**config.mk**
```make
export PLATFORM = sky130hd
export DESIGN_NAME = lin_master_frame_engine_flat
export DESIGN_NICKNAME = d
export VERILOG_FILES = /design/src/rtl/lmfe_pkg.sv /design/src/rtl/lmfe_if.sv /design/src/rtl/lin_master_frame_engine.sv /design/src/rtl/lmfe_in_stage.sv /design/src/rtl/lmfe_core.sv /design/src/rtl/lmfe_out_stage.sv /design/src/flat_wrapper.sv
export VERILOG_INCLUDE_DIRS = /design/src /design/src/rtl
export SDC_FILE = /design/constraint.sdc
export NUM_CORES = 1
export LEC_CHECK = 0
export ABC_AREA = 0
export BUFFER_PORTS_ARGS = -buffer_cell sky130_fd_sc_hd__clkbuf_2
export CELL_PAD_IN_SITES_DETAIL_PLACEMENT = 1
export CELL_PAD_IN_SITES_GLOBAL_PLACEMENT = 1
export CORE_MARGIN = 2
export CORE_UTILIZATION = 35
export DETAILED_ROUTE_END_ITERATION = 8
export PLACE_DENSITY = 0.65
export RECOVER_POWER = 100
export SYNTH_ARGS = -nofsm -noshare
export SYNTH_HDL_FRONTEND = slang
export SYNTH_SLANG_ARGS = --single-unit
export TNS_END_PERCENT = 20
```
**constraint.sdc**
```tcl
create_clock -name clk -period 4.5 [get_ports clk]
set_clock_uncertainty 0.05 [all_clocks]
set_input_delay 0.9 -clock clk [delete_from_list [all_inputs] [get_ports clk]]
set_output_delay 0.9 -clock clk [all_outputs]
set_load 0.1 [all_outputs]
```
**src/rtl/lin_master_frame_engine_assert.svh**
```systemverilog
// Assertion macros of the LIN master frame engine core (lmfe_core).
`ifndef LIN_MASTER_FRAME_ENGINE_ASSERT_SVH
`define LIN_MASTER_FRAME_ENGINE_ASSERT_SVH

// Same-cycle implication, sampled on clk, off while rst is high.
`define LMFE_ASSERT_NOW(lbl, ante, cons) \
  lbl: assert property (@(posedge clk) disable iff (rst) (ante) |-> (cons)) \
    else $error("lmfe: same-cycle check failed");

// Next-cycle implication, sampled on clk, off while rst is high.
`define LMFE_ASSERT_NEXT(lbl, ante, cons) \
  lbl: assert property (@(posedge clk) disable iff (rst) (ante) |=> (cons)) \
    else $error("lmfe: next-cycle check failed");

`endif

```
**src/rtl/lmfe_pkg.sv**
```systemverilog
// Types, codes and helper functions of the LIN master frame engine.
`default_nettype none

package lmfe_pkg;

  localparam int unsigned MAX_BYTES_DEF = 8;

  localparam logic [15:0] TIMEOUT_RESET = 16'd1000;
  localparam logic [15:0] AGE_MAX       = 16'hFFFF;
  localparam logic [7:0]  BREAK_BYTE    = 8'h00;
  localparam logic [7:0]  SYNC_BYTE     = 8'h55;

  typedef enum logic [1:0] {
    REQ_TICK   = 2'd0,
    REQ_START  = 2'd1,
    REQ_RXBYTE = 2'd2
  } req_code_t;

  typedef enum logic [1:0] {
    ST_NONE     = 2'd0,
    ST_ACCEPTED = 2'd1,
    ST_BUSY     = 2'd2,
    ST_TOO_LONG = 2'd3
  } start_status_t;

  typedef enum logic [1:0] {
    DONE_NONE     = 2'd0,
    DONE_SENT     = 2'd1,
    DONE_RECEIVED = 2'd2,
    DONE_ERROR    = 2'd3
  } frame_done_t;

  typedef struct packed {
    logic [1:0]  req_type;
    logic [5:0]  frame_id;
    logic [3:0]  frame_len;
    logic        send_mode;
    logic        enhanced;
    logic [63:0] payload;
    logic [7:0]  rx_byte;
  } in_item_t;

  typedef struct packed {
    logic [1:0]  start_status;
    logic        send_break;
    logic        tx_valid;
    logic [7:0]  tx_byte;
    logic [1:0]  frame_done;
    logic [5:0]  rx_frame_id;
    logic [3:0]  rx_frame_len;
    logic [63:0] rx_payload;
  } out_item_t;

  // Protected identifier: id plus two parity bits.
  function automatic logic [7:0] make_pid(input logic [5:0] id);
    logic p0;
    logic p1;
    p0 = id[0] ^ id[1] ^ id[2] ^ id[4];
    p1 = ~(id[1] ^ id[3] ^ id[4] ^ id[5]);
    return {p1, p0, id};
  endfunction

  // Add with end-around carry (sum above 0xFF folds back by 0xFF).
  function automatic logic [7:0] eac_add(input logic [7:0] a, input logic [7:0] b);
    logic [8:0] s;
    s = {1'b0, a} + {1'b0, b};
    if (s > 9'd255) begin
      s = s - 9'd255;
    end
    return s[7:0];
  endfunction

endpackage

`default_nettype wire

```
**src/rtl/lmfe_if.sv**
```systemverilog
// Channel interfaces of the LIN master frame engine: request, response, config.
`default_nettype none

interface lmfe_req_if;
  logic        valid;
  logic        ready;
  logic [1:0]  req_type;
  logic [5:0]  frame_id;
  logic [3:0]  frame_len;
  logic        send_mode;
  logic        enhanced;
  logic [63:0] payload;
  logic [7:0]  rx_byte;

  modport source (
    output valid, req_type, frame_id, frame_len, send_mode, enhanced, payload, rx_byte,
    input  ready
  );
  modport sink (
    input  valid, req_type, frame_id, frame_len, send_mode, enhanced, payload, rx_byte,
    output ready
  );
endinterface

interface lmfe_rsp_if;
  logic        valid;
  logic        ready;
  logic [1:0]  start_status;
  logic        send_break;
  logic        tx_valid;
  logic [7:0]  tx_byte;
  logic [1:0]  frame_done;
  logic [5:0]  rx_frame_id;
  logic [3:0]  rx_frame_len;
  logic [63:0] rx_payload;

  modport source (
    output valid, start_status, send_break, tx_valid, tx_byte, frame_done,
           rx_frame_id, rx_frame_len, rx_payload,
    input  ready
  );
  modport sink (
    input  valid, start_status, send_break, tx_valid, tx_byte, frame_done,
           rx_frame_id, rx_frame_len, rx_payload,
    output ready
  );
endinterface

interface lmfe_cfg_if;
  logic        valid;
  logic        ready;
  logic [15:0] data;

  modport source (output valid, data, input ready);
  modport sink   (input valid, data, output ready);
endinterface

`default_nettype wire

```
**src/rtl/lin_master_frame_engine.sv**
```systemverilog
// Top level of the LIN master frame engine.
//
//   channel  dir  carries                                       handshake
//   req      in   request item: tick, start or bus byte         valid/ready
//   rsp      out  result item: status, tx byte, frame done      valid/ready
//   cfg      in   frame_timeout, 16 bit                         valid/ready
//
// Each item passes the request register, then one pass through the frame state
// machine into the result register, whose output drives rsp.valid and the reply.
// Throughput is one item per cycle while rsp is not stalled; each data byte is a
// single end-around-carry add. rst (synchronous) clears phase, counters and
// checksum and reloads frame_timeout with 1000; the data buffer is not cleared.
// A stalled rsp holds the result register; req.ready drops only when both
// registers are full. cfg.ready stays high.
`default_nettype none

module lin_master_frame_engine #(
  parameter int unsigned MAX_BYTES = lmfe_pkg::MAX_BYTES_DEF
) (
  input  logic       clk,
  input  logic       rst,
  lmfe_req_if.sink   req,
  lmfe_rsp_if.source rsp,
  lmfe_cfg_if.sink   cfg
);

  lmfe_pkg::in_item_t  req_item;
  lmfe_pkg::in_item_t  core_item;
  lmfe_pkg::out_item_t core_res;
  lmfe_pkg::out_item_t rsp_item;

  logic core_valid;
  logic core_ready;
  logic res_valid;
  logic res_ready;

  always_comb begin
    req_item.req_type  = req.req_type;
    req_item.frame_id  = req.frame_id;
    req_item.frame_len = req.frame_len;
    req_item.send_mode = req.send_mode;
    req_item.enhanced  = req.enhanced;
    req_item.payload   = req.payload;
    req_item.rx_byte   = req.rx_byte;
  end

  // request register
  lmfe_in_stage u_in (
    .clk       (clk),
    .rst       (rst),
    .in_valid  (req.valid),
    .in_ready  (req.ready),
    .in_item   (req_item),
    .out_valid (core_valid),
    .out_ready (core_ready),
    .out_item  (core_item)
  );

  // frame state machine; consumes an item when the result register has room
  lmfe_core #(
    .MAX_BYTES (MAX_BYTES)
  ) u_core (
    .clk        (clk),
    .rst        (rst),
    .item_valid (core_valid),
    .item_ready (core_ready),
    .item       (core_item),
    .res_valid  (res_valid),
    .res_ready  (res_ready),
    .res        (core_res),
    .cfg_valid  (cfg.valid),
    .cfg_data   (cfg.data)
  );

  // writes belong in idle periods
  assign cfg.ready = 1'b1;

  // result register
  lmfe_out_stage u_out (
    .clk       (clk),
    .rst       (rst),
    .in_valid  (res_valid),
    .in_ready  (res_ready),
    .in_item   (core_res),
    .out_valid (rsp.valid),
    .out_ready (rsp.ready),
    .out_item  (rsp_item)
  );

  assign rsp.start_status = rsp_item.start_status;
  assign rsp.send_break   = rsp_item.send_break;
  assign rsp.tx_valid     = rsp_item.tx_valid;
  assign rsp.tx_byte      = rsp_item.tx_byte;
  assign rsp.frame_done   = rsp_item.frame_done;
  assign rsp.rx_frame_id  = rsp_item.rx_frame_id;
  assign rsp.rx_frame_len = rsp_item.rx_frame_len;
  assign rsp.rx_payload   = rsp_item.rx_payload;

endmodule

`default_nettype wire

```
**src/rtl/lmfe_in_stage.sv**
```systemverilog
// Input register stage of the LIN master frame engine.
`default_nettype none

module lmfe_in_stage (
  input  logic              clk,
  input  logic              rst,
  input  logic              in_valid,
  output logic              in_ready,
  input  lmfe_pkg::in_item_t in_item,
  output logic              out_valid,
  input  logic              out_ready,
  output lmfe_pkg::in_item_t out_item
);

  logic               held_valid;
  lmfe_pkg::in_item_t held_item;

  assign in_ready  = !held_valid || out_ready;
  assign out_valid = held_valid;
  assign out_item  = held_item;

  always_ff @(posedge clk) begin
    if (rst) begin
      held_valid <= 1'b0;
    end else if (in_valid && in_ready) begin
      held_valid <= 1'b1;
    end else if (out_ready) begin
      held_valid <= 1'b0;
    end
  end

  always_ff @(posedge clk) begin
    if (in_valid && in_ready) begin
      held_item <= in_item;
    end
  end

endmodule

`default_nettype wire

```
**src/rtl/lmfe_core.sv**
```systemverilog
// Frame state machine, data buffer and running checksum of the LIN master.
`default_nettype none

module lmfe_core #(
  parameter int unsigned MAX_BYTES = lmfe_pkg::MAX_BYTES_DEF
) (
  input  logic                clk,
  input  logic                rst,
  input  logic                item_valid,
  output logic                item_ready,
  input  lmfe_pkg::in_item_t  item,
  output logic                res_valid,
  input  logic                res_ready,
  output lmfe_pkg::out_item_t res,
  input  logic                cfg_valid,
  input  logic [15:0]         cfg_data
);

  `include "lin_master_frame_engine_assert.svh"

  localparam int unsigned IDX_W = (MAX_BYTES > 1) ? $clog2(MAX_BYTES) : 1;
  localparam logic [3:0]  MAX4  = 4'(MAX_BYTES);

  typedef enum logic [2:0] {
    PH_IDLE           = 3'd0,
    PH_BREAK          = 3'd1,
    PH_SYNC           = 3'd2,
    PH_PID            = 3'd3,
    PH_DATA           = 3'd4,
    PH_CHECKSUM       = 3'd5,
    PH_CHECKSUM_AFTER = 3'd6
  } phase_t;

  // state
  phase_t      phase;
  logic        publish_mode;
  logic        enhanced_sum;
  logic [5:0]  frame_ident;
  logic [7:0]  protected_id;
  logic [7:0]  data_buffer [MAX_BYTES];
  logic [3:0]  byte_count;
  logic [3:0]  byte_index;
  logic [7:0]  sent_checksum;
  logic [7:0]  sum_acc;       // running end-around-carry sum
  logic [15:0] frame_age;
  logic [15:0] frame_timeout;

  phase_t      phase_next;
  logic [3:0]  byte_index_next;
  logic [7:0]  sent_checksum_next;
  logic [7:0]  sum_acc_next;
  logic [15:0] frame_age_next;
  logic        load_frame;
  logic        store_rx;

  logic        fire;
  logic        err;
  logic [7:0]  pid_new;
  logic [7:0]  cur_byte;
  logic [7:0]  chk;
  logic [3:0]  idx_inc;
  logic [63:0] rx_bytes;

  assign fire       = item_valid && res_ready;
  assign item_ready = res_ready;
  assign res_valid  = item_valid;

  assign pid_new = lmfe_pkg::make_pid(item.frame_id);
  assign chk     = ~sum_acc;
  assign idx_inc = byte_index + 4'd1;

  always_comb begin
    cur_byte = data_buffer[0];
    if (byte_index < MAX4) begin
      cur_byte = data_buffer[byte_index[IDX_W-1:0]];
    end
  end

  // Stored bytes of the current frame, unused upper bytes zero.
  always_comb begin
    rx_bytes = '0;
    for (int i = 0; i < MAX_BYTES; i++) begin
      if (4'(i) < byte_count) begin
        rx_bytes[8*i +: 8] = data_buffer[i];
      end
    end
  end

  always_comb begin
    phase_next         = phase;
    byte_index_next    = byte_index;
    sent_checksum_next = sent_checksum;
    sum_acc_next       = sum_acc;
    frame_age_next     = frame_age;
    load_frame         = 1'b0;
    store_rx           = 1'b0;
    err                = 1'b0;
    res                = '0;

    if (fire) begin
      case (item.req_type)
        lmfe_pkg::REQ_TICK: begin
          if (phase != PH_IDLE && frame_age != lmfe_pkg::AGE_MAX) begin
            frame_age_next = frame_age + 16'd1;
          end
        end
        lmfe_pkg::REQ_START: begin
          if (item.frame_len > MAX4) begin
            res.start_status = lmfe_pkg::ST_TOO_LONG;
          end else if (phase != PH_IDLE && frame_age < frame_timeout) begin
            res.start_status = lmfe_pkg::ST_BUSY;
          end else begin
            load_frame       = 1'b1;
            phase_next       = PH_BREAK;
            byte_index_next  = '0;
            frame_age_next   = '0;
            sum_acc_next     = item.enhanced ? pid_new : 8'h00;
            res.start_status = lmfe_pkg::ST_ACCEPTED;
            res.send_break   = 1'b1;
          end
        end
        lmfe_pkg::REQ_RXBYTE: begin
          case (phase)
            PH_BREAK: begin
              if (item.rx_byte == lmfe_pkg::BREAK_BYTE) begin
                res.tx_valid = 1'b1;
                res.tx_byte  = lmfe_pkg::SYNC_BYTE;
                phase_next   = PH_SYNC;
              end else begin
                err = 1'b1;
              end
            end
            PH_SYNC: begin
              if (item.rx_byte == lmfe_pkg::SYNC_BYTE) begin
                res.tx_valid    = 1'b1;
                res.tx_byte     = protected_id;
                byte_index_next = '0;
                phase_next      = PH_PID;
              end else begin
                err = 1'b1;
              end
            end
            PH_PID: begin
              if (item.rx_byte != protected_id) begin
                err = 1'b1;
              end else begin
                byte_index_next = '0;
                if (byte_count == 4'd0) begin
                  if (publish_mode) begin
                    sent_checksum_next = chk;
                    res.tx_valid       = 1'b1;
                    res.tx_byte        = chk;
                    phase_next         = PH_CHECKSUM_AFTER;
                  end else begin
                    phase_next = PH_CHECKSUM;
                  end
                end else if (publish_mode) begin
                  res.tx_valid    = 1'b1;
                  res.tx_byte     = data_buffer[0];
                  sum_acc_next    = lmfe_pkg::eac_add(sum_acc, data_buffer[0]);
                  byte_index_next = 4'd1;
                  phase_next      = (byte_count <= 4'd1) ? PH_CHECKSUM : PH_DATA;
                end else begin
                  phase_next = PH_DATA;
                end
              end
            end
            PH_DATA: begin
              if (byte_index >= MAX4 || byte_index >= byte_count) begin
                phase_next = PH_CHECKSUM;
              end else begin
                if (publish_mode) begin
                  res.tx_valid = 1'b1;
                  res.tx_byte  = cur_byte;
                  sum_acc_next = lmfe_pkg::eac_add(sum_acc, cur_byte);
                end else begin
                  store_rx     = 1'b1;
                  sum_acc_next = lmfe_pkg::eac_add(sum_acc, item.rx_byte);
                end
                byte_index_next = idx_inc;
                if (idx_inc >= byte_count) begin
                  phase_next = PH_CHECKSUM;
                end
              end
            end
            PH_CHECKSUM: begin
              sent_checksum_next = chk;
              if (publish_mode) begin
                res.tx_valid = 1'b1;
                res.tx_byte  = chk;
                phase_next   = PH_CHECKSUM_AFTER;
              end else if (item.rx_byte == chk) begin
                res.frame_done   = lmfe_pkg::DONE_RECEIVED;
                res.rx_frame_id  = frame_ident;
                res.rx_frame_len = byte_count;
                res.rx_payload   = rx_bytes;
                phase_next       = PH_IDLE;
              end else begin
                err = 1'b1;
              end
            end
            PH_CHECKSUM_AFTER: begin
              if (item.rx_byte == sent_checksum) begin
                res.frame_done = lmfe_pkg::DONE_SENT;
                phase_next     = PH_IDLE;
              end else begin
                err = 1'b1;
              end
            end
            default: begin
              phase_next = PH_IDLE;
            end
          endcase
          if (err) begin
            res.frame_done = lmfe_pkg::DONE_ERROR;
            phase_next     = PH_IDLE;
          end
        end
        default: begin
        end
      endcase
    end
  end

  always_ff @(posedge clk) begin
    if (rst) begin
      phase         <= PH_IDLE;
      publish_mode  <= 1'b0;
      enhanced_sum  <= 1'b0;
      frame_ident   <= '0;
      protected_id  <= '0;
      byte_count    <= '0;
      byte_index    <= '0;
      sent_checksum <= '0;
      sum_acc       <= '0;
      frame_age     <= '0;
      frame_timeout <= lmfe_pkg::TIMEOUT_RESET;
    end else begin
      if (cfg_valid) begin
        frame_timeout <= cfg_data;
      end
      phase         <= phase_next;
      byte_index    <= byte_index_next;
      sent_checksum <= sent_checksum_next;
      sum_acc       <= sum_acc_next;
      frame_age     <= frame_age_next;
      if (load_frame) begin
        frame_ident  <= item.frame_id;
        protected_id <= pid_new;
        byte_count   <= item.frame_len;
        publish_mode <= item.send_mode;
        enhanced_sum <= item.enhanced;
        for (int i = 0; i < MAX_BYTES; i++) begin
          if (item.send_mode && 4'(i) < item.frame_len) begin
            data_buffer[i] <= item.payload[8*i +: 8];
          end
        end
      end
      if (store_rx) begin
        data_buffer[byte_index[IDX_W-1:0]] <= item.rx_byte;
      end
    end
  end

  // enhanced_sum only seeds the running sum; keep it observable for checks.
  `LMFE_ASSERT_NOW(a_enh_seed,
    phase == PH_BREAK && !enhanced_sum, sum_acc == 8'h00)
  `LMFE_ASSERT_NEXT(a_start_arms,
    fire && res.start_status == lmfe_pkg::ST_ACCEPTED,
    phase == PH_BREAK && frame_age == 16'd0 && byte_index == 4'd0)
  `LMFE_ASSERT_NOW(a_index_bound,
    phase != PH_IDLE, byte_index <= byte_count && byte_count <= MAX4)
  `LMFE_ASSERT_NEXT(a_done_idle,
    fire && res.frame_done != lmfe_pkg::DONE_NONE, phase == PH_IDLE)
  `LMFE_ASSERT_NOW(a_done_quiet,
    res.frame_done != lmfe_pkg::DONE_NONE, !res.tx_valid && !res.send_break)

endmodule

`default_nettype wire

```
**src/rtl/lmfe_out_stage.sv**
```systemverilog
// Result register stage of the LIN master frame engine.
`default_nettype none

module lmfe_out_stage (
  input  logic                clk,
  input  logic                rst,
  input  logic                in_valid,
  output logic                in_ready,
  input  lmfe_pkg::out_item_t in_item,
  output logic                out_valid,
  input  logic                out_ready,
  output lmfe_pkg::out_item_t out_item
);

  logic                q_valid;
  lmfe_pkg::out_item_t q_item;

  assign in_ready  = !q_valid || out_ready;
  assign out_valid = q_valid;
  assign out_item  = q_item;

  always_ff @(posedge clk) begin
    if (rst) begin
      q_valid <= 1'b0;
    end else if (in_valid && in_ready) begin
      q_valid <= 1'b1;
    end else if (out_ready) begin
      q_valid <= 1'b0;
    end
  end

  always_ff @(posedge clk) begin
    if (in_valid && in_ready) begin
      q_item <= in_item;
    end
  end

endmodule

`default_nettype wire

```
**src/flat_wrapper.sv**
```systemverilog
// flat-port wrapper written by rule: the top's interface ports become plain ports
module lin_master_frame_engine_flat 
#(
  parameter int unsigned MAX_BYTES = lmfe_pkg::MAX_BYTES_DEF
)
  (clk, rst, req_valid, req_req_type, req_frame_id, req_frame_len, req_send_mode, req_enhanced, req_payload, req_rx_byte, req_ready, rsp_valid, rsp_start_status, rsp_send_break, rsp_tx_valid, rsp_tx_byte, rsp_frame_done, rsp_rx_frame_id, rsp_rx_frame_len, rsp_rx_payload, rsp_ready, cfg_valid, cfg_data, cfg_ready);
  lmfe_req_if req_i ();
  lmfe_rsp_if rsp_i ();
  lmfe_cfg_if cfg_i ();
  input  logic clk;
  input  logic rst;
  input wire logic [$bits(req_i.valid)-1:0] req_valid;
  input wire logic [$bits(req_i.req_type)-1:0] req_req_type;
  input wire logic [$bits(req_i.frame_id)-1:0] req_frame_id;
  input wire logic [$bits(req_i.frame_len)-1:0] req_frame_len;
  input wire logic [$bits(req_i.send_mode)-1:0] req_send_mode;
  input wire logic [$bits(req_i.enhanced)-1:0] req_enhanced;
  input wire logic [$bits(req_i.payload)-1:0] req_payload;
  input wire logic [$bits(req_i.rx_byte)-1:0] req_rx_byte;
  output wire logic [$bits(req_i.ready)-1:0] req_ready;
  output wire logic [$bits(rsp_i.valid)-1:0] rsp_valid;
  output wire logic [$bits(rsp_i.start_status)-1:0] rsp_start_status;
  output wire logic [$bits(rsp_i.send_break)-1:0] rsp_send_break;
  output wire logic [$bits(rsp_i.tx_valid)-1:0] rsp_tx_valid;
  output wire logic [$bits(rsp_i.tx_byte)-1:0] rsp_tx_byte;
  output wire logic [$bits(rsp_i.frame_done)-1:0] rsp_frame_done;
  output wire logic [$bits(rsp_i.rx_frame_id)-1:0] rsp_rx_frame_id;
  output wire logic [$bits(rsp_i.rx_frame_len)-1:0] rsp_rx_frame_len;
  output wire logic [$bits(rsp_i.rx_payload)-1:0] rsp_rx_payload;
  input wire logic [$bits(rsp_i.ready)-1:0] rsp_ready;
  input wire logic [$bits(cfg_i.valid)-1:0] cfg_valid;
  input wire logic [$bits(cfg_i.data)-1:0] cfg_data;
  output wire logic [$bits(cfg_i.ready)-1:0] cfg_ready;
  assign req_i.valid = req_valid;
  assign req_i.req_type = req_req_type;
  assign req_i.frame_id = req_frame_id;
  assign req_i.frame_len = req_frame_len;
  assign req_i.send_mode = req_send_mode;
  assign req_i.enhanced = req_enhanced;
  assign req_i.payload = req_payload;
  assign req_i.rx_byte = req_rx_byte;
  assign req_ready = req_i.ready;
  assign rsp_valid = rsp_i.valid;
  assign rsp_start_status = rsp_i.start_status;
  assign rsp_send_break = rsp_i.send_break;
  assign rsp_tx_valid = rsp_i.tx_valid;
  assign rsp_tx_byte = rsp_i.tx_byte;
  assign rsp_frame_done = rsp_i.frame_done;
  assign rsp_rx_frame_id = rsp_i.rx_frame_id;
  assign rsp_rx_frame_len = rsp_i.rx_frame_len;
  assign rsp_rx_payload = rsp_i.rx_payload;
  assign rsp_i.ready = rsp_ready;
  assign cfg_i.valid = cfg_valid;
  assign cfg_i.data = cfg_data;
  assign cfg_ready = cfg_i.ready;
  lin_master_frame_engine #(.MAX_BYTES(MAX_BYTES)) u_core (.clk(clk), .rst(rst), .req(req_i), .rsp(rsp_i), .cfg(cfg_i));
endmodule
```
Word level (Yosys, flattened, before mapping). Memories as Yosys holds them, arrays and structs flattened. A register that Yosys moved wholly into a read port is not among the register bits. Cells that the tools add are included.

Bits in latches: 0. Bits in registers: 250. Memory bits (writable): 64. Memories kept: 1. ROM bits: 0.

Memory list: u_core.u_core.data_buffer (depth 8, width 8, read ports 9, clocked after memory_dff 1, wr ports 8, line lmfe_core.sv:40) `logic [7:0] data_buffer [MAX_BYTES];`.

Shifts and indexed selects: 0. Bitwise operators: 19. Divide/modulo/power cells: 0. Multiplexer cells: 134. Equality and inequality tests: 32. Reduce and logical (&&, ||, !) cells: 41. Order comparisons: 26. Add/subtract/negate cells: 8. Multipliers: 0.

Operators with widths (count): $mux W8 (24); $mux W76 (2); $mux W9 (8); $mux W1 (62); $mux W16 (3); $pmux W8 S2 (3); $mux W3 (15); $pmux W9 S5 (1); $reduce_or A5 Y1 (8); $lt A3 B4 Y1 const A (8); $pmux W16 S2 (1); $add A8 B8 Y9 (3); $gt A9 B8 Y1 const B (3); $sub A8 B8 Y8 const B (3); $mux W4 (5); $pmux W3 S6 (1); $add A16 B1 Y16 const B (1); $eq A8 B8 Y1 (2); $lt A1 B4 Y1 const A (4); $lt A16 B16 Y1 (1); $lt A2 B4 Y1 const A (4); $ne A16 B16 Y1 const B (1); $ne A4 B4 Y1 const B (4); $ne A3 B3 Y1 const B (5); 41 further kinds (88).

Logic depth before layout (Yosys ltp). Gate-level depths: netlist of run 1.

Depth in word-level cells: 11. Gate-level depth with buffers: 15. Mapped depth without buffers: 13.

Hierarchy. A second synthesis of run 1 with hierarchy kept.

Cell total of the unflattened synthesis: 1312. Area, all modules: 15625.0 µm².

By module, submodules not included: lmfe_core (cells each 1126, instances 1, area an instance 10278.6 µm²); lmfe_out_stage (cells each 93, instances 1, area an instance 2697.6 µm²); lmfe_in_stage (cells each 91, instances 1, area an instance 2637.5 µm²); lin_master_frame_engine (cells each 2, instances 1, area an instance 11.3 µm²).

Worst setup path before layout of run 1. Ideal clock, no wire load.

Path type: input to register. Start point: input rsp_ready. End point: memory u_core.u_core.data_buffer[7][0], enable pin. Buffers on the path: 0. Setup slack: -135 ps. Arrival time: 4201 ps. Library setup time: 384 ps. Cell stages on the path: 5. Required time: 4066 ps. Cells stage by stage: nor2b_1 nand2b_1 inv_1 nand4_2 o21ai_0.

RTL lines: start: declaration (line flat_wrapper.sv:30) `input wire logic [$bits(rsp_i.ready)-1:0] rsp_ready;`; end: declaration (line lmfe_core.sv:40).

==> results of run 1 <==
timing repair:
action	in CTS	in global routing
endpoints found under the hold margin	0	0
setup endpoints to repair	0	1
gates resized for setup	0	1
worst min path at each step:
stage | slack (ns) | from | endpoint | cells past startpoint
4_1_cts | 0.44 | u_core.u_core.frame_timeout[6] | u_core.u_core.frame_timeout[6] | 2
3_3_place_gp | 0.43 | u_core.u_core.frame_timeout[12] | u_core.u_core.frame_timeout[12] | 2
3_5_place_dp | 0.43 | u_core.u_core.frame_timeout[13] | u_core.u_core.frame_timeout[13] | 2
6_report | 0.44 | u_core.u_core.frame_timeout[6] | u_core.u_core.frame_timeout[6] | 2
2_1_floorplan | 0.41 | u_core.u_core.frame_timeout[3] | u_core.u_core.frame_timeout[3] | 2
5_1_grt | 0.46 | req_payload[31] | u_core.u_in.out_item[39] | 1
worst min-delay path: stages, from the launching register on:
cell and delay, ns:
dfxtp_1 0.30, inv_1 0.07, o211ai_1 0.07
metal layers:
metal  routed length [microns]  vias up  share of wire [%]
met5                         0        -                  0
met4                      1454        0                2.9
met3                      2955       78                5.8
met2                     23940      309                 47
met1                     22200     5709                 44
li1                          -     5273                  -
cells in the final DEF (no fill, tap or decap), types with 17 or more instances in the layout:
| cell | netlist | layout |
|---|---|---|
| edfxtp_1 | 238 | 238 |
| clkbuf_1 | 40 | 124 |
| clkbuf_2 | 0 | 91 |
| nor2_1 | 85 | 89 |
| nand2_1 | 78 | 78 |
| dfxtp_1 | 73 | 73 |
| ha_1 | 57 | 57 |
| o21ai_0 | 48 | 56 |
| mux2_2 | 57 | 53 |
| a21oi_1 | 48 | 48 |
| inv_1 | 47 | 46 |
| mux2i_1 | 45 | 45 |
| and2_0 | 0 | 40 |
| and3_1 | 37 | 37 |
| clkbuf_16 | 0 | 37 |
| xor2_1 | 34 | 34 |
| nand3_1 | 31 | 31 |
| nor3_1 | 25 | 29 |
| xnor2_1 | 28 | 28 |
| nand4_1 | 16 | 18 |
| and2_1 | 57 | 17 |
| buf_4 | 2 | 17 |
logic make-up (layout without fill, tap and decap cells):
group | Yosys count | count (layout) | share of synthesized area (%)
AND/OR/NAND/NOR | 407 | 407 | 13.77
AO/OA/AOI/OAI | 227 | 227 | 10.79
XOR/XNOR | 62 | 62 | 3.429
multiplexers | 126 | 126 | 9.742
other | 1 | 1 | 0.02368
flip-flops | 311 | 311 | 54.36
adder cells (fa/ha/maj) | 60 | 60 | 4.883
buffers and inverters | 112 | 340 | 3.002
power groups by stage:
stage / clock (uW) / sequential, uW / combinational [uW]
global placement: 0 / 3320 / 693
finish: 2730 / 3270 / 684
floorplan: 0 / 3480 / 322
global route: 2910 / 3270 / 734
detailed placement: 0 / 3320 / 702
CTS: 2810 / 3260 / 706
state kept, by name, summed over array words and instances (netlist names), named ones only:
register	count
u_core.u_core.publish_mode	1
u_core.u_core.protected_id	3
u_core.u_core.phase	3
u_core.u_out.out_item	88
u_core.u_core.frame_age	16
u_core.u_core.data_buffer	64
u_core.u_core.sent_checksum	8
u_core.u_out.out_valid	1
u_core.u_core.sum_acc	8
u_core.u_in.out_valid	1
u_core.u_in.out_item	86
u_core.u_core.frame_timeout	16
u_core.u_core.frame_ident	5
u_core.u_core.byte_index	4
u_core.u_core.byte_count	4
metrics by stage:
step / area (sq um) / cells / hold slack (ns) / setup slack, ns / utilization, %
global route: 18240 / 2126 / 0.4578 / 0.1236 / 41.06
floorplan: 15840 / 1306 / 0.4093 / 0.2494 / -
detailed placement: 17530 / 2062 / 0.4343 / 0.3702 / 39.46
finish: 18240 / 2126 / 0.4369 / 0.3628 / 41.06
global placement: 17530 / 2062 / 0.4253 / 0.3887 / 39.46
CTS: 18600 / 2126 / 0.4425 / 0.3242 / 41.87
cell type report:
cell class	instances	area (sq um)	area share, %
clock buffers	43	948.4	5.200
clock inverters	21	122.6	0.6723
inverters	48	181.4	0.9948
multi-input cells	883	6586	36.11
flip-flops and latches	311	8608	47.20
well taps	592	740.7	4.061
repair buffers	228	1050	5.756
==> results.json, run 1 <==
{
  "status": "finished, violations left",
  "violations": "capacitance limit, slew limit",
  "crit_arrival_ns": 4.38,
  "ir_worst_vdd_v": 0.0002681,
  "synth_flop_cell": "edfxtp_1",
  "gp_congestion": 0.8924,
  "grt_pass1_wl_mm": 75.08,
  "seqPwrFrac_pct": 48.9,
  "io_buffers": 196,
  "setup_viol_count_final": 0,
  "synth_edf_count": 238,
  "yosysTopAreaCell": "edfxtp_1",
  "netlist-cell-type-count": 88,
  "drc": 0,
  "p_total_uw": 6685,
  "worstPathMaxFanout": 14,
  "slew_viol_final": 150,
  "core_sq_um": 44410,
  "yosysSeqAreaShare_pct": 54.36,
  "syn_area_per_cell_sq_um": 12.12,
  "use_met1_pct": 28.14,
  "timing.rr.start": "u_core.u_core.byte_count[3]",
  "path_depth": 8,
  "synth_most_common_cell": "edfxtp_1",
  "hpwl_mm": 37.67,
  "synthCells": 1306,
  "crit_path_end_kind": "flip-flop",
  "cpPeakStageDelay_ns": 1.30,
  "ys_warn_count": 0,
  "fill_cells": 4840,
  "power_frac_clock_pct": 40.9,
  "yosys-top-cells-count": "edfxtp_1, nor2_1, nand2_1",
  "fp.dieH_microns": 216.7,
  "drive_above_1_share_pct": 16.75,
  "critical_path_required_ns": 4.74,
  "switching_power_uw": 1757,
  "hp-class": "flip-flop to flip-flop",
  "drtIter0Drc": 684,
  "worst-r2r-setup-slack_ns": 0.36,
  "switching_share_pct": 26.29,
  "rsz0062_at_grt": "no",
  "numCtsBuffers": 36,
  "via_count": 11370,
  "final_net_count": 1675,
  "slowest_stage": "nor3_1",
  "die_area_sq_um": 46960,
  "wirelength_mm": 50.56,
  "clock_tree.buffer_depth": 3,
  "viasPerCell": 5.348,
  "setup_tns_ns": 0,
  "cp-endpoint": "u_core.u_core.data_buffer[3][4]",
  "clkSlewWorstSetupHoldPaths_ns": 0.06,
  "initial_core_util_pct": 35.65,
  "synth_top_area_share_pct": 45.13,
  "reg2reg_to": "u_core.u_core.data_buffer[3][4]",
  "synth.cell_area_sq_um": 15840,
  "drv_cap": 4,
  "globalRouteMet2Util_pct": 35.07,
  "critPathLaunch": "u_core.u_core.byte_count[3]",
  "h-tree-depth": 2,
  "crit_chain": "inv_1 > ha_1 > or4_1 > a21oi_1 > or2_2 > nand4_1 > nor3_1 > mux2_2",
  "syn_to_final_growth_pct": 15.17,
  "synth-async-reset-ratio_pct": 0,
  "ys_top_cells_by_area": "edfxtp_1, dfxtp_1, ha_1, mux2_2, mux2i_1",
  "reg2regPathDepth": 8,
  "syn_nets": 1473,
  "first_pass_iters": 5,
  "grtUsageTotal_pct": 21.35,
  "cts_setup_buffers": 0,
  "cts_tree": "done",
  "grt_antenna_before_repair": 0,
  "avgRoutedWirePerCell_microns": 23.78,
  "max_freq_mhz": 241.7,
  "synth-seq-cells": 311,
  "ant_nets": 0,
  "cp_num_buf_inv": 1,
  "path_delay_family": "simple AND/OR/NAND/NOR gates",
  "grt.busiest_layer": "met2",
  "dieWidth_microns": 216.7,
  "cts-root-buf": "clkbuf_16",
  "insertion_delay_ns": 0.54,
  "period_share_pct": 91.94,
  "grt_max_degree": 78,
  "cts_sinks": 311,
  "p_leak_uw": 0.006654,
  "grt_pass1_vias": 11960,
  "p_int_uw": 4927,
  "row_count": 77,
  "ios": 198,
  "p_per_area_nw_per_um2": 366.5,
  "postCtsHoldBufs": 0,
  "relSlewSlack_pct": -67.17,
  "final-hold-violation-count": 0,
  "overflow": 0,
  "worstMarginPinSlew_ns": 2.508,
  "finalCriticalPeriod_ns": 4.137,
  "met3_usage_pct": 4.477,
  "diodes": 0,
  "crit_type": "flip-flop to flip-flop",
  "start_kind": "flip-flop",
  "power_frac_comb_pct": 10.2
}
Power figures use the tool's default switching activity.
==> inputs of run 2 (changes only) <==
Settings changed: MAX_ROUTING_LAYER from default to met4.
==> results.json, run 2 (same netlist as run 1, synthesis figures left out) <==
{
  "status": "finished, violations left",
  "violations": "capacitance limit, slew limit",
  "grt_pass1_wl_mm": 75.17,
  "finalCriticalPeriod_ns": 4.193,
  "crit_path_end_kind": "flip-flop",
  "switching_power_uw": 1759,
  "diodes": 0,
  "die_area_sq_um": 46960,
  "core_sq_um": 44410,
  "dieWidth_microns": 216.7,
  "drc": 0,
  "insertion_delay_ns": 0.56,
  "crit_type": "flip-flop to flip-flop",
  "viasPerCell": 5.395,
  "syn_to_final_growth_pct": 16.08,
  "seqPwrFrac_pct": 47.3,
  "crit_chain": "buf_12 > mux4_2 > mux2i_1 > o21ai_0 > ha_1 > fa_1 > a211oi_1 > o21ai_0 > o21ba_2 > nand4_1 > o31a_1 > mux2i_1 > nor4_1 > a31oi_1",
  "final-hold-violation-count": 0,
  "max_freq_mhz": 238.5,
  "crit_arrival_ns": 4.54,
  "ant_nets": 0,
  "first_pass_iters": 5,
  "gp_congestion": 0.8943,
  "clkSlewWorstSetupHoldPaths_ns": 0.06,
  "avgRoutedWirePerCell_microns": 23.79,
  "cpPeakStageDelay_ns": 0.56,
  "relSlewSlack_pct": -42.55,
  "p_leak_uw": 0.006686,
  "switching_share_pct": 25.48,
  "fp.dieH_microns": 216.7,
  "cts_setup_buffers": 0,
  "wirelength_mm": 50.50,
  "io_buffers": 196,
  "initial_core_util_pct": 35.65,
  "slew_viol_final": 219,
  "mostFrequentLayoutCell": "edfxtp_1",
  "grtUsageTotal_pct": 22.05,
  "cts_tree": "done",
  "largest_reg_flops": 88,
  "row_count": 77,
  "cp_num_buf_inv": 1,
  "cts-root-buf": "clkbuf_16",
  "cts_sinks": 311,
  "setup_tns_ns": 0,
  "clock_tree.buffer_depth": 3,
  "final_cell_mix": "edfxtp_1, clkbuf_1, clkbuf_2",
  "postCtsHoldBufs": 0,
  "hpwl_mm": 37.70,
  "hp-class": "flip-flop to flip-flop",
  "power_frac_comb_pct": 9.9,
  "p_per_area_nw_per_um2": 375.6,
  "slowest_stage": "mux4_2",
  "path_delay_family": "compound AO/OA/AOI/OAI gates",
  "rsz0062_at_grt": "no",
  "drive_above_1_share_pct": 17.05,
  "worstMarginPinSlew_ns": 2.138,
  "final_net_count": 1673,
  "h-tree-depth": 2,
  "via_count": 11450,
  "period_share_pct": 93.18,
  "power_frac_clock_pct": 42.8,
  "worstPathMaxFanout": 16,
  "ios": 198,
  "ir_worst_vdd_v": 0.0002562,
  "grt_max_degree": 78,
  "numCtsBuffers": 36,
  "grt_pass1_vias": 11920,
  "drv_cap": 7,
  "critical_path_required_ns": 4.84,
  "whs_ns": 0.4311,
  "p_int_uw": 5145,
  "start_kind": "flip-flop",
  "setup_viol_count_final": 0,
  "drtIter0Drc": 864,
  "grt_antenna_before_repair": 0,
  "ctsResizeCount": 0,
  "overflow": 0
}
==> run 2: cell count changes in the layout (fill, tap and decap cells not counted), moves of 3 or more <==
cell | before | now
a2111oi_4 | 3 | 6
clkinv_2 | 8 | 4
a2111oi_0 | 6 | 1
and2_0 | 40 | 44
bufinv_16 | 1 | 5
clkinv_1 | 11 | 8
and2_1 | 17 | 13
==> run 2: worst reg2reg max path: stages (launching register included) <==
cell and delay [ns]:
dfxtp_1 0.36, buf_12 0.19, mux4_2 0.56, mux2i_1 0.14, o21ai_0 0.12, ha_1 0.26
fa_1 0.43, a211oi_1 0.43, o21ai_0 0.16, o21ba_2 0.27, nand4_1 0.16, o31a_1 0.38
mux2i_1 0.14, nor4_1 0.27, a31oi_1 0.11
==> run 2: area by class of cell <==
type / count / area, sq um
clock inverter: 19 / 230.2
inverter: 48 / 181.4
tap: 592 / 740.7
clock buffer: 44 / 940.9
fill: 4803 / 26030
sequential: 311 / 8608
multi-input combinational: 883 / 6645
timing repair buffer: 226 / 1035
==> run 2: path summary, 6_finish.rpt <==
path | from | to | slack [ns] | cells past startpoint
worst min register to register | u_core.u_core.frame_timeout[5] | u_core.u_core.frame_timeout[5] | 0.43 | 2
worst max-delay path | flip-flop | u_core.u_core.sum_acc[1] | 0.31 | 14
worst min-delay path | u_core.u_core.frame_timeout[5] | u_core.u_core.frame_timeout[5] | 0.43 | 2
worst max register to register | flip-flop | u_core.u_core.sum_acc[1] | 0.31 | 14
==> run 2: metrics by stage <==
| stage | cells | util, % | power [uW] | setup WS [ns] | area (sq um) |
|---|---|---|---|---|---|
| 5_1_grt | 2123 | 41.39 | 7141 | 0.03700 | 18380 |
| 3_3_place_gp | 2060 | 39.46 | 4015 | 0.3534 | 17520 |
| 3_5_place_dp | 2060 | 39.46 | 4027 | 0.3229 | 17520 |
| 6_report | 2123 | 41.39 | 6905 | 0.3071 | 18380 |
| 4_1_cts | 2123 | 42.09 | 7001 | 0.2923 | 18700 |
| 2_1_floorplan | 1306 | - | 3801 | 0.2494 | 15840 |
==> run 2: per-layer routing <==
metal | GRT usage [%] | wire length, microns | vias to the layer above
li1 | - | - | 5273
met1 | 28.50 | 22030 | 5764
met2 | 34.93 | 24000 | 343
met3 | 3.565 | 2835 | 74
met4 | 8.219 | 1640 | 0
met5 | - | 0 | -
==> run 2: power by group through the flow <==
stage	clock network [uW]	logic [uW]	registers, uW
after floorplan	0	322	3480
after global placement	0	691	3320
after detailed placement	0	702	3320
after CTS	3030	707	3270
after global routing	3130	737	3270
final	2950	685	3270
==> inputs of run 3 (changes only) <==
Settings changed: ABC_AREA 0 to default, PLACE_DENSITY 0.65 to 0.62, RECOVER_POWER 100 to 50.
Clock period 4.5 ns to 3.9 ns, I/O delays scaled along.
==> results.json, run 3 (same netlist as run 1, synthesis figures left out) <==
{
  "postCtsHoldBufs": 0,
  "h-tree-depth": 2,
  "power_frac_clock_pct": 43.1,
  "max_freq_mhz": 267.2,
  "setup_viol_count_final": 0,
  "dieWidth_microns": 216.7,
  "drtIter0Drc": 750,
  "relSlewSlack_pct": -25.93,
  "avgRoutedWirePerCell_microns": 23.18,
  "clkSlewWorstSetupHoldPaths_ns": 0.06,
  "drc": 0,
  "crit_path_end_kind": "flip-flop",
  "die_area_sq_um": 46960,
  "p_per_area_nw_per_um2": 424.7,
  "grt_max_degree": 69,
  "cts_tree": "done",
  "fp.dieH_microns": 216.7,
  "grt.busiest_layer": "met2",
  "cts-root-buf": "clkbuf_16",
  "worst-r2r-setup-slack_ns": 0.16,
  "seqPwrFrac_pct": 46.6,
  "via_count": 11520,
  "met3_usage_pct": 3.004,
  "hpwl_mm": 38.25,
  "viasPerCell": 5.295,
  "finalCriticalPeriod_ns": 3.743,
  "wirelength_mm": 50.42,
  "cts_sinks": 311,
  "clock_tree.buffer_depth": 3,
  "final_cell_mix": "edfxtp_1, clkbuf_1, clkbuf_2",
  "ir_worst_vdd_v": 0.0002428,
  "largest_reg_flops": 88,
  "fin_ws_ns": 0.1568,
  "violations": "capacitance limit, slew limit",
  "grt_antenna_before_repair": 1,
  "first_pass_iters": 5,
  "globalRouteMet2Util_pct": 35.09,
  "final_net_count": 1722,
  "io_buffers": 196,
  "grt_pass1_vias": 11950,
  "min_from": "req_payload[17]",
  "holdPathEnd": "u_core.u_in.out_item[25]",
  "crit_arrival_ns": 4.10,
  "slew_viol_final": 36,
  "start_kind": "flip-flop",
  "min_path_cells": 1,
  "critical_path_required_ns": 4.25,
  "insertion_delay_ns": 0.55,
  "row_count": 77,
  "status": "finished, violations left",
  "drive_above_1_share_pct": 22.17,
  "numCtsBuffers": 37,
  "worstMarginPinSlew_ns": 1.889,
  "overflow": 0,
  "period_share_pct": 95.98,
  "ios": 198,
  "crit_type": "flip-flop to flip-flop",
  "place_ws_ns": -0.02379,
  "grt_pass1_wl_mm": 74.93,
  "p_leak_uw": 0.007061,
  "reg2reg_to": "u_core.u_core.sum_acc[0]",
  "mostFrequentLayoutCell": "edfxtp_1",
  "whs_ns": 0.3543,
  "use_met1_pct": 29.08,
  "gp_congestion": 0.8971,
  "switching_power_uw": 2052,
  "grtUsageTotal_pct": 21.94,
  "initial_core_util_pct": 35.65,
  "worstPathMaxFanout": 5,
  "syn_to_final_growth_pct": 19.75,
  "final-hold-violation-count": 0,
  "power_frac_comb_pct": 10.3,
  "ant_nets": 0,
  "drv_cap": 1,
  "core_sq_um": 44410,
  "reg2regPathDepth": 16,
  "hp-class": "input port to flip-flop",
  "switching_share_pct": 25.47,
  "diodes": 0,
  "p_int_uw": 6002
}
[run 3: cell count changes in the layout (fill, tap and decap cells not counted), sizes merged]
cell      previous run  this run
buf                 16        73
bufinv               5         4
clkbuf             254       249
clkinvlp             1         2
[run 3: cell type report]
class	count	area [sq um]
Multi-Input combinational cell	883	6793
Clock buffer	48	1010
Timing Repair Buffer	274	1425
Fill cell	4817	25450
Clock inverter	19	198.9
Sequential cell	311	8611
Tap cell	592	740.7
Inverter	48	183.9
[run 3: repair_timing]
item,4_1_cts,5_1_grt
resized for setup,0,17
buffers inserted,0,2
setup endpoints to repair,1,8
pin swaps,1,3
[run 3: worst max path at each step]
stage,start,endpoint,slack (ns)
3_3_place_gp,flip-flop,u_core.u_core.sum_acc[1],0.08
3_5_place_dp,flip-flop,u_core.u_core.sum_acc[1],-0.02
4_1_cts,flip-flop,u_core.u_core.sum_acc[1],0.02
6_report,flip-flop,u_core.u_core.sum_acc[0],0.16
2_1_floorplan,flip-flop,u_core.u_core.sum_acc[1],-0.1
5_1_grt,flip-flop,u_core.u_core.sum_acc[1],-0.004
[run 3: power groups by stage]
stage / Sequential (uW) / Clock, uW / Combinational [uW]
2_1_floorplan: 4010 / 0 / 372
3_3_place_gp: 3820 / 0 / 827
3_5_place_dp: 3830 / 0 / 839
4_1_cts: 3760 / 3550 / 843
5_1_grt: 3760 / 3670 / 892
6_report: 3760 / 3470 / 830
[run 3: per-stage QoR]
step / instances / setup TNS, ns / power (uW) / area [sq um] / util, %
floorplan: 1306 / -0.1405 / 4384 / 15840 / -
CTS: 2173 / 0 / 8151 / 19070 / 42.93
global placement: 2106 / 0 / 4652 / 17860 / 40.21
global route: 2175 / -0.003681 / 8322 / 18960 / 42.69
detailed placement: 2106 / -0.02379 / 4665 / 17860 / 40.21
finish: 2175 / 0 / 8054 / 18960 / 42.69
[run 3: routing by layer]
layer	wire (microns)	vias to the layer above	part of all wire (%)
li1	-	5360	-
met1	22790	5794	45
met2	23930	300	47
met3	2465	62	4.9
met4	1243	0	2.5
met5	0	-	0
[run 3: worst max-delay path: stages, from the launching register on]
cell	delay (ns)
dfxtp_2	0.36
buf_6	0.15
mux4_2	0.50
mux2i_1	0.16
o21ai_1	0.12
ha_2	0.22
fa_2	0.36
a211oi_2	0.20
buf_4	0.16
o21ai_0	0.07
o21ba_2	0.26
nand4_1	0.12
o31a_1	0.30
buf_4	0.15
mux2i_1	0.12
o2111ai_1	0.21
o211ai_1	0.12
